==> config.mk <==
export PLATFORM = sky130hd
export DESIGN_NAME = ir_pulse_width_beacon_decoder_top_flat
export DESIGN_NICKNAME = d
export VERILOG_FILES = /design/src/sv/irbd_pkg.sv /design/src/sv/irbd_if.sv /design/src/sv/irbd_window_classify.sv /design/src/sv/ir_pulse_width_beacon_decoder_top.sv /design/src/flat_wrapper.sv
export SDC_FILE = /design/constraint.sdc
export NUM_CORES = 1
export LEC_CHECK = 0
export ABC_AREA = 1
export BUFFER_PORTS_ARGS = -buffer_cell sky130_fd_sc_hd__clkbuf_2
export CAP_MARGIN = 30
export CORE_ASPECT_RATIO = 1.2
export CORE_MARGIN = 4
export CORE_UTILIZATION = 61
export DETAILED_ROUTE_END_ITERATION = 6
export PLACE_DENSITY = 0.85
export RECOVER_POWER = 50
export REMOVE_ABC_BUFFERS = 1
export SYNTH_ARGS = -nofsm -noshare
export SYNTH_HDL_FRONTEND = slang
export SYNTH_SLANG_ARGS = --single-unit
export TNS_END_PERCENT = 5
==> constraint.sdc <==
create_clock -name clk -period 2.5 [get_ports clk]
set_input_delay 0.375 -clock clk [delete_from_list [all_inputs] [get_ports clk]]
set_output_delay 0.375 -clock clk [all_outputs]
set_load 0.005 [all_outputs]
==> src/sv/irbd_pkg.sv <==
// Package: shared types, register indexes, defaults and code constants of the beacon decoder.
`timescale 1ns / 1ps
`default_nettype none

package irbd_pkg;

    localparam int WIDTH_W   = 16;
    localparam int REG_W     = 16;
    localparam int CFG_IDX_W = 3;
    localparam int CODE_W    = 8;
    localparam int PRES_W    = 2;

    localparam int DEF_RING_DEPTH = 3;
    localparam int DEF_CHANNELS   = 2;

    localparam logic [CFG_IDX_W-1:0] REG_START_MIN = 3'd0;
    localparam logic [CFG_IDX_W-1:0] REG_START_MAX = 3'd1;
    localparam logic [CFG_IDX_W-1:0] REG_ZERO_MIN  = 3'd2;
    localparam logic [CFG_IDX_W-1:0] REG_ZERO_MAX  = 3'd3;
    localparam logic [CFG_IDX_W-1:0] REG_ONE_MIN   = 3'd4;
    localparam logic [CFG_IDX_W-1:0] REG_ONE_MAX   = 3'd5;

    localparam logic [REG_W-1:0] RST_START_MIN = 16'd4400;
    localparam logic [REG_W-1:0] RST_START_MAX = 16'd4900;
    localparam logic [REG_W-1:0] RST_ZERO_MIN  = 16'd350;
    localparam logic [REG_W-1:0] RST_ZERO_MAX  = 16'd850;
    localparam logic [REG_W-1:0] RST_ONE_MIN   = 16'd1400;
    localparam logic [REG_W-1:0] RST_ONE_MAX   = 16'd1850;

    localparam logic [CODE_W-1:0] CODE_TWO    = 8'd2;
    localparam logic [CODE_W-1:0] CODE_DOCK_A = 8'd80;
    localparam logic [CODE_W-1:0] CODE_DOCK_B = 8'd160;

    localparam logic OP_PULSE = 1'b0;
    localparam logic OP_QUERY = 1'b1;

    typedef enum logic [1:0] {
        CLS_NONE,
        CLS_START,
        CLS_ZERO,
        CLS_ONE
    } pulse_class_t;

    typedef struct packed {
        logic [REG_W-1:0] start_min;
        logic [REG_W-1:0] start_max;
        logic [REG_W-1:0] zero_min;
        logic [REG_W-1:0] zero_max;
        logic [REG_W-1:0] one_min;
        logic [REG_W-1:0] one_max;
    } window_cfg_t;

endpackage

`default_nettype wire

==> src/sv/irbd_if.sv <==
// Interfaces: pulse/query request channel and presence result channel.
`timescale 1ns / 1ps
`default_nettype none

interface irbd_req_if
    import irbd_pkg::*;
();
    logic               valid;
    logic               ready;
    logic               operation;
    logic               channel;
    logic [WIDTH_W-1:0] pulse_width;

    modport source (output valid, output operation, output channel, output pulse_width,
                    input ready);
    modport sink   (input valid, input operation, input channel, input pulse_width,
                    output ready);
endinterface

interface irbd_res_if
    import irbd_pkg::*;
();
    logic              valid;
    logic              ready;
    logic [PRES_W-1:0] presence;

    modport source (output valid, output presence, input ready);
    modport sink   (input valid, input presence, output ready);
endinterface

`default_nettype wire

==> src/sv/irbd_window_classify.sv <==
// Pulse width classifier: exclusive-bound window compares, start then zero then one.
`timescale 1ns / 1ps
`default_nettype none

module irbd_window_classify
    import irbd_pkg::*;
(
    input  window_cfg_t        cfg,
    input  logic [WIDTH_W-1:0] pulse_width,
    output pulse_class_t       pulse_class
);

    logic in_start;
    logic in_zero;
    logic in_one;

    assign in_start = (pulse_width > cfg.start_min) && (pulse_width < cfg.start_max);
    assign in_zero  = (pulse_width > cfg.zero_min)  && (pulse_width < cfg.zero_max);
    assign in_one   = (pulse_width > cfg.one_min)   && (pulse_width < cfg.one_max);

    always_comb
    begin
        if (in_start)
        begin
            pulse_class = CLS_START;
        end
        else if (in_zero)
        begin
            pulse_class = CLS_ZERO;
        end
        else if (in_one)
        begin
            pulse_class = CLS_ONE;
        end
        else
        begin
            pulse_class = CLS_NONE;
        end
    end

endmodule

`default_nettype wire

==> src/sv/ir_pulse_width_beacon_decoder_top.sv <==
// Top level: two-channel IR docking beacon decoder with per-channel code rings.
`timescale 1ns / 1ps
`default_nettype none
// Results: a query request gives its presence result in the output register, loaded at the
//   accepting edge; pulse requests give no result and update ring state at the accepting edge.
// Throughput: one request per cycle; ready drops only while a result sits in the output
//   register and the sink does not take it (the single output register sets this).
// Reset (async, active low): window registers to 4400/4900/350/850/1400/1850, all code
//   slots zero, slot pointers to RING_DEPTH (no start seen), output register empty.

module ir_pulse_width_beacon_decoder_top
    import irbd_pkg::*;
#(
    parameter int RING_DEPTH = DEF_RING_DEPTH,
    parameter int CHANNELS   = DEF_CHANNELS
)
(
    input  wire logic                 clk,
    input  wire logic                 rst_n,
    irbd_req_if.sink                  pulse_in,
    irbd_res_if.source                result_out,
    input  wire logic                 cfg_we,
    input  wire logic [CFG_IDX_W-1:0] cfg_index,
    input  wire logic [REG_W-1:0]     cfg_data
);

    // pointer must hold RING_DEPTH itself as the "no start yet" mark
    localparam int PTR_W = $clog2(RING_DEPTH + 1);

    window_cfg_t cfg_reg;

    logic [PTR_W-1:0]  ptr_reg  [CHANNELS];
    logic [PTR_W-1:0]  ptr_next [CHANNELS];
    logic [CODE_W-1:0] ring_reg  [CHANNELS][RING_DEPTH];
    logic [CODE_W-1:0] ring_next [CHANNELS][RING_DEPTH];

    logic              out_valid_reg;
    logic [PRES_W-1:0] presence_reg;
    logic [PRES_W-1:0] presence_next;

    logic         req_fire;
    logic         is_pulse;
    logic         is_query;
    pulse_class_t pulse_class;

    logic seen_two  [CHANNELS];
    logic seen_dock [CHANNELS];
    logic ring_zero [CHANNELS];

    // ---------------------------------------------------------------------
    // Configuration writes; unknown indexes are dropped
    // ---------------------------------------------------------------------
    always_ff @(posedge clk or negedge rst_n)
    begin
        if (!rst_n)
        begin
            cfg_reg.start_min <= RST_START_MIN;
            cfg_reg.start_max <= RST_START_MAX;
            cfg_reg.zero_min  <= RST_ZERO_MIN;
            cfg_reg.zero_max  <= RST_ZERO_MAX;
            cfg_reg.one_min   <= RST_ONE_MIN;
            cfg_reg.one_max   <= RST_ONE_MAX;
        end
        else if (cfg_we)
        begin
            unique case (cfg_index)
                REG_START_MIN: cfg_reg.start_min <= cfg_data;
                REG_START_MAX: cfg_reg.start_max <= cfg_data;
                REG_ZERO_MIN:  cfg_reg.zero_min  <= cfg_data;
                REG_ZERO_MAX:  cfg_reg.zero_max  <= cfg_data;
                REG_ONE_MIN:   cfg_reg.one_min   <= cfg_data;
                REG_ONE_MAX:   cfg_reg.one_max   <= cfg_data;
                default:       ;
            endcase
        end
    end

    // ---------------------------------------------------------------------
    // Request handshake: the output register parts the two sides
    // ---------------------------------------------------------------------
    assign pulse_in.ready = !out_valid_reg || result_out.ready;
    assign req_fire       = pulse_in.valid && pulse_in.ready;
    assign is_pulse       = req_fire && (pulse_in.operation == OP_PULSE);
    assign is_query       = req_fire && (pulse_in.operation == OP_QUERY);

    irbd_window_classify u_classify (
        .cfg         (cfg_reg),
        .pulse_width (pulse_in.pulse_width),
        .pulse_class (pulse_class)
    );

    // ---------------------------------------------------------------------
    // Per-channel ring scan (independent per slot)
    // ---------------------------------------------------------------------
    always_comb
    begin
        for (int c = 0; c < CHANNELS; c++)
        begin
            seen_two[c]  = 1'b0;
            seen_dock[c] = 1'b0;
            ring_zero[c] = 1'b1;
            for (int i = 0; i < RING_DEPTH; i++)
            begin
                if (ring_reg[c][i] == CODE_TWO)
                begin
                    seen_two[c] = 1'b1;
                end
                if ((ring_reg[c][i] == CODE_DOCK_A) || (ring_reg[c][i] == CODE_DOCK_B))
                begin
                    seen_dock[c] = 1'b1;
                end
                if (ring_reg[c][i] != '0)
                begin
                    ring_zero[c] = 1'b0;
                end
            end
        end
    end

    // channel numbers without a receiver report nothing
    always_comb
    begin
        presence_next = '0;
        for (int c = 0; c < CHANNELS; c++)
        begin
            if (int'(pulse_in.channel) == c)
            begin
                presence_next = {seen_dock[c], seen_two[c]};
            end
        end
    end

    // ---------------------------------------------------------------------
    // Pointer and slot next state
    // ---------------------------------------------------------------------
    always_comb
    begin
        for (int c = 0; c < CHANNELS; c++)
        begin
            logic hit;
            hit         = (int'(pulse_in.channel) == c);
            ptr_next[c] = ptr_reg[c];
            if (is_pulse && hit && (pulse_class == CLS_START))
            begin
                // wrap, and the no-start mark also lands on slot 0
                if (ptr_reg[c] >= PTR_W'(RING_DEPTH - 1))
                begin
                    ptr_next[c] = '0;
                end
                else
                begin
                    ptr_next[c] = ptr_reg[c] + PTR_W'(1);
                end
            end

            for (int i = 0; i < RING_DEPTH; i++)
            begin
                ring_next[c][i] = ring_reg[c][i];
                if (is_query && hit)
                begin
                    ring_next[c][i] = '0;
                end
                else if (is_pulse && hit)
                begin
                    case (pulse_class)
                        CLS_START:
                        begin
                            if (ptr_next[c] == PTR_W'(i))
                            begin
                                ring_next[c][i] = '0;
                            end
                        end
                        CLS_ZERO:
                        begin
                            if (ptr_reg[c] == PTR_W'(i))
                            begin
                                ring_next[c][i] = {ring_reg[c][i][CODE_W-2:0], 1'b0};
                            end
                        end
                        CLS_ONE:
                        begin
                            if (ptr_reg[c] == PTR_W'(i))
                            begin
                                ring_next[c][i] = {ring_reg[c][i][CODE_W-2:0], 1'b1};
                            end
                        end
                        default: ;
                    endcase
                end
            end
        end
    end

    always_ff @(posedge clk or negedge rst_n)
    begin
        if (!rst_n)
        begin
            for (int c = 0; c < CHANNELS; c++)
            begin
                ptr_reg[c] <= PTR_W'(RING_DEPTH);
                for (int i = 0; i < RING_DEPTH; i++)
                begin
                    ring_reg[c][i] <= '0;
                end
            end
        end
        else
        begin
            for (int c = 0; c < CHANNELS; c++)
            begin
                ptr_reg[c] <= ptr_next[c];
                for (int i = 0; i < RING_DEPTH; i++)
                begin
                    ring_reg[c][i] <= ring_next[c][i];
                end
            end
        end
    end

    // ---------------------------------------------------------------------
    // Result register
    // ---------------------------------------------------------------------
    always_ff @(posedge clk or negedge rst_n)
    begin
        if (!rst_n)
        begin
            out_valid_reg <= 1'b0;
        end
        else if (is_query)
        begin
            out_valid_reg <= 1'b1;
        end
        else if (result_out.ready)
        begin
            out_valid_reg <= 1'b0;
        end
    end

    always_ff @(posedge clk)
    begin
        if (is_query)
        begin
            presence_reg <= presence_next;
        end
    end

    assign result_out.valid    = out_valid_reg;
    assign result_out.presence = presence_reg;

    // ---------------------------------------------------------------------
    // Assertions
    // ---------------------------------------------------------------------
    a_query_gives_result: assert property (@(posedge clk) disable iff (!rst_n)
        is_query |=> result_out.valid)
        else $error("query request did not produce a result");

    a_stall_holds_result: assert property (@(posedge clk) disable iff (!rst_n)
        (result_out.valid && !result_out.ready) |=> (result_out.valid && $stable(presence_reg)))
        else $error("pending result lost or changed while stalled");

    generate
        for (genvar g = 0; g < CHANNELS; g++)
        begin : g_chk
            a_ptr_range: assert property (@(posedge clk) disable iff (!rst_n)
                ptr_reg[g] <= PTR_W'(RING_DEPTH))
                else $error("slot pointer out of range");

            a_query_clears: assert property (@(posedge clk) disable iff (!rst_n)
                (is_query && (int'(pulse_in.channel) == g)) |=> ring_zero[g])
                else $error("query did not clear the ring");

            a_start_arms: assert property (@(posedge clk) disable iff (!rst_n)
                (is_pulse && (int'(pulse_in.channel) == g) && (pulse_class == CLS_START))
                |=> (ptr_reg[g] != PTR_W'(RING_DEPTH)))
                else $error("start pulse left pointer unarmed");
        end
    endgenerate

endmodule

`default_nettype wire

==> src/flat_wrapper.sv <==
// flat-port wrapper written by rule: the top's interface ports become plain ports
module ir_pulse_width_beacon_decoder_top_flat import irbd_pkg::*;
#(
    parameter int RING_DEPTH = DEF_RING_DEPTH,
    parameter int CHANNELS   = DEF_CHANNELS
)
  (clk, rst_n, cfg_we, cfg_index, cfg_data, pulse_in_valid, pulse_in_operation, pulse_in_channel, pulse_in_pulse_width, pulse_in_ready, result_out_valid, result_out_presence, result_out_ready);
  irbd_req_if pulse_in_i ();
  irbd_res_if result_out_i ();
  input  wire logic clk;
  input  wire logic rst_n;
  input  wire logic cfg_we;
  input  wire logic [CFG_IDX_W-1:0] cfg_index;
  input  wire logic [REG_W-1:0] cfg_data;
  input wire logic [$bits(pulse_in_i.valid)-1:0] pulse_in_valid;
  input wire logic [$bits(pulse_in_i.operation)-1:0] pulse_in_operation;
  input wire logic [$bits(pulse_in_i.channel)-1:0] pulse_in_channel;
  input wire logic [$bits(pulse_in_i.pulse_width)-1:0] pulse_in_pulse_width;
  output wire logic [$bits(pulse_in_i.ready)-1:0] pulse_in_ready;
  output wire logic [$bits(result_out_i.valid)-1:0] result_out_valid;
  output wire logic [$bits(result_out_i.presence)-1:0] result_out_presence;
  input wire logic [$bits(result_out_i.ready)-1:0] result_out_ready;
  assign pulse_in_i.valid = pulse_in_valid;
  assign pulse_in_i.operation = pulse_in_operation;
  assign pulse_in_i.channel = pulse_in_channel;
  assign pulse_in_i.pulse_width = pulse_in_pulse_width;
  assign pulse_in_ready = pulse_in_i.ready;
  assign result_out_valid = result_out_i.valid;
  assign result_out_presence = result_out_i.presence;
  assign result_out_i.ready = result_out_ready;
  ir_pulse_width_beacon_decoder_top #(.RING_DEPTH(RING_DEPTH), .CHANNELS(CHANNELS)) u_core (.clk(clk), .rst_n(rst_n), .pulse_in(pulse_in_i), .result_out(result_out_i), .cfg_we(cfg_we), .cfg_index(cfg_index), .cfg_data(cfg_data));
endmodule
# Word-level counts from Yosys, hierarchy flattened
# Index checks and enable logic that the tools add are counted.
[op_classes]
add_sub_neg = 2
n_mul = 0
div_mod_pow = 0
magnitude_cmp = 8
n_eq_ne = 52
n_shift = 0
mux = 58
n_bitwise = 2
reduce_logical = 42
[op_table]
columns = ["op", "n"]
rows = [
  ["two-way mux 8 bit", 30],
  ["case mux 8 bit (3 select lines)", 6],
  ["== test 8 x 2 -> 1 bit, second input constant", 6],
  ["== test 8 x 7 -> 1 bit, second input constant", 6],
  ["== test 8 bit, second input constant", 6],
  ["greater-than comparator 16 bit", 3],
  ["< comparator 16 bit", 3],
  ["!= test 3 x 1 -> 1 bit, second input constant", 15],
  ["AND reduction 5 bit", 6],
  ["two-way mux 2 bit", 8],
  ["two-way mux 1 bit", 14],
  ["== test 2 bit, second input constant", 6],
  ["logical AND 1 bit", 12],
  ["AND reduction 2 bit", 6],
  ["== test 2 x 1 -> 1 bit, second input constant", 5],
  ["!= test 3 bit, second input constant", 3],
  ["logical NOT 2 bit", 4],
  ["nonzero test 4 bit", 2],
  ["logical OR 1 bit", 7],
  ["== test 3 x 2 -> 1 bit, second input constant", 2],
  ["== test 3 bit, second input constant", 2],
  ["nonzero test 2 bit", 3],
  ["adder 2 x 1 -> 2 bit, second input constant", 2],
  ["greater-or-equal comparator 2 bit, second input constant", 2],
  ["4 further kinds", 5],
]
[word_totals]
register_bits = 151
latch_bits = 0
mem_bits_rw = 0
mem_bits_ro = 0
input_bits = 42
out_inout_bits = 4
memories = 0

# Depth between registers and ports, before layout
# Gate-level depths: netlist (run 1).
[depth]
ltp_word = 13
ltp_mapped = 20
depth_no_buf = 20

# Cells and area by module
# From an unflattened synthesis (run 1), not the netlist that was laid out.
[hier_totals]
cells_unflattened = 1141
area_unflattened_um2 = 9053.7
[by_module_without_submodules]
columns = ["mod", "n_inst", "cells_each", "area_per_inst_um2", "seq_area_each_um2"]
rows = [
  ["ir_pulse_width_beacon_decoder_top", 1, 736, 6548.8, 3834.9],
  ["irbd_window_classify", 1, 405, 2504.9, 0.0],
]

# Worst setup path before layout (run 1)
# OpenSTA, ideal clock, no wires.
[synth_timing]
path_kind = "register -> register"
startpoint = "register u_core.cfg_reg[69] (netlist name)"
endpoint = "register u_core.ring_reg[13] (netlist name)"
setup_time_ns = 0.117
arrival_ns = 2.113
t_required_ns = 2.383
path_slack_ns = 0.270
path_stages_with_launch = 17
period_less_slack_ns = 2.230
cell_sequence = "dfstp_2 > inv_1 > ha_1 > a21oi_1 > nor2_1 > nor3_1 > nand2_1 > nand2_1 > nand3_2 > nand2_2 > inv_2 > nand2_2 > buf_2 > buf_6 > nor2_1 > nand3_1 > nand2_1"
[synth_between]
elab_chain_cells = 9
elab_cells_between_ends = 17
[synth_lines]
columns = ["element", "line_no", "rtl"]
rows = [
  ["from (decl)", "ir_pulse_width_beacon_decoder_top.sv:30", "window_cfg_t cfg_reg;"],
  ["< comparator 16 bit *", "irbd_window_classify.sv:17", "assign in_start = (pulse_width > cfg.start_min) && (pulse_width < cfg.start_max);"],
  ["logical AND 1 bit *", "irbd_window_classify.sv:17", ""],
  ["two-way mux 2 bit *", "irbd_window_classify.sv:23", "if (in_start)"],
  ["== test 2 x 1 -> 1 bit", "ir_pulse_width_beacon_decoder_top.sv:143, ir_pulse_width_beacon_decoder_top.sv:165", ""],
  ["logical AND 1 bit", "ir_pulse_width_beacon_decoder_top.sv:143", "if (is_pulse && hit && (pulse_class == CLS_START))"],
  ["two-way mux 2 bit", "ir_pulse_width_beacon_decoder_top.sv:143", ""],
  ["== test 2 x 1 -> 1 bit", "ir_pulse_width_beacon_decoder_top.sv:168", "if (ptr_next[c] == PTR_W'(i))"],
  ["!= test 3 bit (no line)", "--", ""],
  ["AND reduction 5 bit (no line)", "--", ""],
  ["to (signal, indexed assignment)", "ir_pulse_width_beacon_decoder_top.sv:214", "ring_reg[c][i] <= ring_next[c][i];"],
  ["to (decl)", "ir_pulse_width_beacon_decoder_top.sv:34", "logic [CODE_W-1:0] ring_reg [CHANNELS][RING_DEPTH];"],
]
# Every way passes the cells marked *; elsewhere a longest branch is shown, timed or not. The select of a mux whose other input is x is not followed.
# A chain may end at the register's enable or synchronous reset.

# Final worst setup path (run 1)
[layout_timing]
startpoint = "register u_core.cfg_reg[92] (netlist name)"
endpoint = "register u_core.ring_reg[33] (netlist name)"
[layout_between]
elab_chain_cells = 9
elab_cells_between_ends = 17
[layout_lines]
columns = ["element", "line_no"]
rows = [
  ["greater-than comparator 16 bit *", "irbd_window_classify.sv:17"],
  ["logical AND 1 bit *", "irbd_window_classify.sv:17"],
  ["two-way mux 2 bit *", "irbd_window_classify.sv:23"],
  ["== test 2 x 1 -> 1 bit", "ir_pulse_width_beacon_decoder_top.sv:143, ir_pulse_width_beacon_decoder_top.sv:165"],
  ["logical AND 1 bit", "ir_pulse_width_beacon_decoder_top.sv:143"],
  ["two-way mux 2 bit", "ir_pulse_width_beacon_decoder_top.sv:143"],
  ["== test 2 x 1 -> 1 bit", "ir_pulse_width_beacon_decoder_top.sv:168"],
  ["!= test 3 x 1 -> 1 bit (no line)", "--"],
  ["AND reduction 5 bit (no line)", "--"],
]
# Marked as above.

==> qor.yml, run 1 <==
critical_path:
  critPathMaxStageDelay_ps: 550
  cp.arrival_ps: 2860
  cp-start-kind: "register"
  path_common_cell: "nand2_4"
  criticalPathCategory: "register to register"
  worstPathRequired_ps: 2870
  r2r_slack_ps: 10
  critPathSlowestCell: "dfstp_2"
  path_cells: "inv_2 -> ha_4 -> nand2_2 -> nor2_4 -> and2_4 -> nand2_4 -> nand2_4 -> nand3_4 -> nand2_4 -> inv_2 -> nand2_4 -> nor2_2 -> nor2_4 -> buf_6 -> nand3_1 -> nand2_1"
  cp_max_fo: 5
  crit_path_end_kind: "register"
synth:
  avgSynthCellArea_sq_um: 7.73
  yosys.area.top_type_share_pct: 30.8
  synth-edff-count: 2
  synth_xor_xnor_area_share_pct: 0
  synth.largest_area_cell: "dfrtp_1"
  synth_top_family_by_area: "simple AND/OR/NAND/NOR gates"
  yosys-top-cells-count: "nand2_1, inv_1, dfrtp_1, o21ai_0, nor2_1"
  synth_fa_ha_area_share_pct: 12.8
  synth.distinct_cells: 34
  ys_ff_latch: 151
  ys_seq_area_share_pct: 42.1
  synthMuxAreaShare_pct: 0
  netlist_top_cells_area: "dfrtp_1, nand2_1, ha_1"
  synthFlopType: "dfrtp_1"
  yosysWarnings: 0
  yosysMostFrequentCell: "nand2_1"
  synth_compound_area_share_pct: 9.84
  synthSimpleGateAreaFrac_pct: 26.2
  async_flop_share_pct: 98.7
  syn_area_sq_um: 9100
  syn_inst: 1177
final_layout:
  largest_reg_flops: 96
  n_antenna_cell: 0
  postLayoutCoreUtil_pct: 74.4
  fin_nets: 1396
  layoutNonFillerInstCount: 1474
  area_growth_pct: 18.8
  drive_gt1_share_pct: 17.9
hold_path:
  holdCritPathClass: "input port to register"
flow_run:
  cap_viol_max_count: 1
pwr:
  leakagePower_uw: 0.00546
  max-vdd-ir-drop_mv: 0.546
  p_per_area_nw_per_um2: 818
floorplan:
  coreArea_sq_um: 14500
  io_pins: 46
  die_area_sq_um: 16900
  rows: 48
  die_w_microns: 120
  die_h_microns: 142
  start_util_pct: 62.6
timing:
  final-max-slew-violation-count: 33
  tns_ps: 0
  worst_slew_pin_slew_ps: 1520
  setup_viol: 0
  hold_viol_final: 0
  min_period_ps: 2490
  fin_crit_sh_pct: 99.5
  hold_slack_ps: 222
  max_freq_mhz: 402
  skew_ps: 7.13
  slew-limit-headroom_pct: -1.15
  rsz0062_at_grt: "true"
global_route:
  grt_overflow: 0
  grt_max_degree: 58
  antenna_found_initial: 0
  grt_usage_pct: 26.0
  grt_pass1_wl_microns: 35900
  grt_pass1_vias: 7880
cts:
  cts_tree: "yes"
  cts_buffer_depth: 2
  cts.htree.levels: 4
  clk_latency_ps: 430
  cts_sinks: 151
  cts-root-buf: "clkbuf_16"
  cts-buffers-inserted: 17
  cts.clk_slew.worst_paths_ps: 60
place:
  port_buffers: 45
  place_hpwl_microns: 14500
  gp_congestion: 0.868
  placedCellCount: 1421
routing:
  via_per_inst: 5.56
  first_iter_violations: 631
  finalWirelength_microns: 22400
  drt-pass1-iter-count: 6
  ant_nets: 0
  dr_total_vias: 8191
  wl_per_cell_microns: 15.2
  drc: 0
run_status:
  status: "finished, violations left"
  failed_checks: "max-capacitance violations, max-slew violations"
## layer usage
layer | vias up | global-route usage [%] | wire, microns
met2 | 312 | 45.0 | 11300
met3 | 84 | 4.59 | 1050
met1 | 3850 | 32.0 | 9260
met4 | 0 | 11.3 | 870
li1 | 3945 | - | -
met5 | - | 0 | 0
## stage by stage
stage / area [sq um] / total power [uW] / worst slack, ps
after detailed placement: 9700 / 5530 / -94.7
final: 10800 / 8840 / 12.3
after floorplan: 9000 / 4760 / 5.92
after CTS: 10500 / 8490 / -2.83
after global routing: 10800 / 9370 / -131
after global placement: 9700 / 5410 / -62.4
## worst paths after layout
check / from / cells after the start / end
setup / recovery: u_core.cfg_reg[92] / 16 / u_core.ring_reg[33]
hold / removal: result_out_ready / 4 / u_core.result_out.valid
setup reg to reg: u_core.cfg_reg[92] / 16 / u_core.ring_reg[33]
hold reg to reg: u_core.ring_reg[24] / 2 / u_core.ring_reg[24]
max in group asynchronous: rst_n / 3 / u_core.cfg_reg[92]
min in group asynchronous: rst_n / 2 / u_core.ring_reg[9]
## cells in the final DEF, fill, tap and decap left out, types with 4 or more instances in the layout
cell type and count:
dfrtp_1 112, nor4_1 13, buf_6 5, clkbuf_2 43
clkbuf_1 9, inv_1 185, nand2_4 18, dfstp_2 37
nor2_1 85, clkbuf_16 18, buf_12 4, bufinv_16 5
nor3_1 6, o21a_1 7, nand4_1 20, a21oi_1 38
o2111ai_1 5, nor2_4 8, nand2_1 305, nor2_2 14
nand3_1 57, inv_2 5, nand2_2 18, o21ai_0 104
ha_1 90, buf_4 23
## cell families (layout without fill, tap and decap cells)
group                      Yosys count  count (layout)
adders and majority gates           93              93
buffers and inverters              214             306
DFF                                151             151
and+or+nand+nor                    552             557
AOI/OAI and AO/OA                  167             167
## critical path, delay by kind of cell, from the launching register on
kind                       cells  cell delay, ps
buffers and inverters          3             250
adders and majority gates      1             260
and+or+nand+nor               12            1360
DFF                            1             550
## where the power goes
| part | leakage, uW | switching [uW] | internal (uW) | total (uW) |
|---|---|---|---|---|
| Clock | 0.000312 | 1020 | 1830 | 2850 |
| Sequential | 0.00188 | 257 | 2950 | 3210 |
| Combinational | 0.00327 | 1770 | 1020 | 2790 |
## area by class of cell
type,count,area (sq um)
clock buffer,20,458
clock inverter,12,196
fill,1037,3720
inverter,191,719
multi-input combinational,817,4790
sequential,151,3830
tap,200,250
timing repair buffer,83,561
## repair_timing
action	in CTS	in global routing
setup endpoints to repair	48	48
pin swaps	7	37
gates resized for setup	14	65
hold endpoints to repair	39	0
cloned	3	2
buffers inserted	3	12
hold buffers	1	0
(Power assumes the default switching activity.)
==> run 2, diff against run 1 <==
--- a/config.mk
+++ b/config.mk
@@ -9,7 +9,7 @@
 export BUFFER_PORTS_ARGS = -buffer_cell sky130_fd_sc_hd__clkbuf_2
 export CAP_MARGIN = 30
 export CORE_ASPECT_RATIO = 1.2
-export CORE_MARGIN = 4
+export CORE_MARGIN = 5
 export CORE_UTILIZATION = 61
 export DETAILED_ROUTE_END_ITERATION = 6
 export PLACE_DENSITY = 0.85
==> run 2 against run 1 <==
- the run ends with max-capacitance violations, max-slew violations, negative setup slack left
- sequential share of layout area down 0.21 points
- via count about the same
- core utilization down 1.1 points
- power down 2.7%
- maximum frequency down 1.9%
- clock power down 11%
- hold slack worse by 4.3 ps
- clock-buffer cell count down 1
- register-to-register slack worse by 50 ps
- first-iteration DRC count up 6.5%
- flip-flop and latch count unchanged
- largest power group unchanged
==> qor.yml, run 2 (same netlist as run 1, synthesis figures left out) <==
cts:
  cts.clk_slew.worst_paths_ps: 60
  cts_buffer_depth: 2
  cts_tree: "yes"
  cts-root-buf: "clkbuf_16"
  cts_sinks: 151
  clk_latency_ps: 430
  cts.htree.levels: 4
  cts-buffers-inserted: 17
place:
  placedCellCount: 1424
  place_hpwl_microns: 14600
  port_buffers: 45
  dp_worst_setup_slack_ps: -128
  gp_congestion: 0.906
timing:
  setup_viol: 10
  slew-limit-headroom_pct: -27.4
  fin_crit_sh_pct: 101
  setup_ws_ps: -34.8
  tns_ps: -103
  max_freq_mhz: 395
  worst_slew_pin_slew_ps: 1910
  hold_viol_final: 0
  min_period_ps: 2530
  skew_ps: 8.61
  final-max-slew-violation-count: 138
  rsz0062_at_grt: "true"
final_layout:
  drive_gt1_share_pct: 19.6
  postLayoutCoreUtil_pct: 73.3
  fin_nets: 1398
  final_common_cell: "nand2_1"
  layoutNonFillerInstCount: 1480
  final_cell_mix: "nand2_1, inv_1, dfrtp_1, o21ai_0"
  n_antenna_cell: 0
  largest_reg_flops: 96
  area_growth_pct: 19.5
pwr:
  p_per_area_nw_per_um2: 792
  leakagePower_uw: 0.00545
  total_power_uw: 8610
  max-vdd-ir-drop_mv: 0.495
critical_path:
  r2r_cells: 12
  cp-start-kind: "register"
  critPathMaxStageDelay_ps: 530
  r2r_start: "u_core.cfg_reg[10]"
  criticalPathCategory: "register to register"
  worstPathRequired_ps: 2820
  cp_max_fo: 6
  worstReg2RegEnd: "u_core.ring_reg[41]"
  path_cells: "inv_1 -> ha_1 -> nand2_1 -> nor4_1 -> nand2_1 -> nand3_2 -> nand2_4 -> o21ai_4 -> nor2_4 -> buf_4 -> nand3_2 -> nand2_2"
  crit_path_end_kind: "register"
  r2r_slack_ps: -30
  critPathSlowestCell: "dfstp_2"
  cp.arrival_ps: 2860
global_route:
  grt_max_degree: 75
  grt_usage_pct: 25.4
  antenna_found_initial: 0
  grt_pass1_vias: 7830
  grt_overflow: 0
  grt_pass1_wl_microns: 35600
floorplan:
  die_area_sq_um: 17500
  rows: 49
  die_w_microns: 122
  io_pins: 46
  start_util_pct: 61.3
  die_h_microns: 144
  coreArea_sq_um: 14800
run_status:
  failed_checks: "max-capacitance violations, max-slew violations, negative setup slack"
  status: "finished, violations left"
routing:
  ant_nets: 0
  drt-pass1-iter-count: 6
  dr_total_vias: 8190
  drc: 0
  via_per_inst: 5.53
  wl_per_cell_microns: 15.4
  first_iter_violations: 672
  finalWirelength_microns: 22800
hold_path:
  holdCritPathClass: "input port to register"
  hp-start: "result_out_ready"
  hold_end: "u_core.result_out.valid"
  min_path_cells: 4
flow_run:
  cap_viol_max_count: 3
==> run 2: timing repair <==
| action | 4_1_cts | 5_1_grt |
|---|---|---|
| resized for setup | 29 | 72 |
| pin swaps | 17 | 35 |
| endpoints found under the setup margin | 48 | 48 |
| gates cloned | 3 | 2 |
| hold buffers | 1 | 0 |
| hold endpoints to repair | 7 | 0 |
| buffers inserted | 10 | 8 |
==> run 2: layout make-up <==
type / instances / area (sq um)
clock inverters: 13 / 129
inverters: 191 / 719
repair buffers: 85 / 579
well taps: 204 / 255
clock buffers: 19 / 453
multi-input cells: 817 / 4900
flip-flops and latches: 151 / 3830
fillers: 1076 / 3960
==> run 2: how the worst max path moves through the flow <==
stage | startpoint | to | slack, ps | cells after the start
2_1_floorplan | u_core.cfg_reg[92] | u_core.ring_reg[29] | 6 | 16
3_3_place_gp | pulse_in_pulse_width[13] | u_core.ring_reg[18] | -100 | 15
3_5_place_dp | pulse_in_pulse_width[13] | u_core.ring_reg[11] | -130 | 15
4_1_cts | u_core.cfg_reg[92] | u_core.ring_reg[37] | 3 | 17
5_1_grt | u_core.cfg_reg[85] | u_core.ring_reg[32] | -120 | 16
6_report | u_core.cfg_reg[10] | u_core.ring_reg[41] | -30 | 12
==> run 2: power by group <==
part	switching, uW	total (uW)	internal, uW
Clock	1020	2530	1510
Sequential	261	3210	2950
Combinational	1820	2870	1050
Total	3100	8610	5510
==> run 2: worst max-delay path, delay by kind of cell (launching register included) <==
kind / cells / cell delay [ps]
simple gates: 8 / 1100
flops: 1 / 530
fa+ha+maj: 1 / 290
compound gates: 1 / 290
buf+inv: 2 / 220
==> run 2: metal layers <==
layer	part of all wire, %	GRT usage [%]	up-vias
met2	51	45.7	294
met3	5.2	4.25	79
met4	3.4	11.1	0
li1	-	-	3954
met5	0	0	-
met1	40	29.9	3863
==> run 2: per-stage QoR <==
| stage | cell area, sq um | hold WS [ps] |
|---|---|---|
| after floorplan | 9000 | 79.4 |
| after global placement | 9670 | 445 |
| after detailed placement | 9670 | 447 |
| after CTS | 10500 | 212 |
| after global routing | 10900 | 232 |
| final | 10900 | 217 |
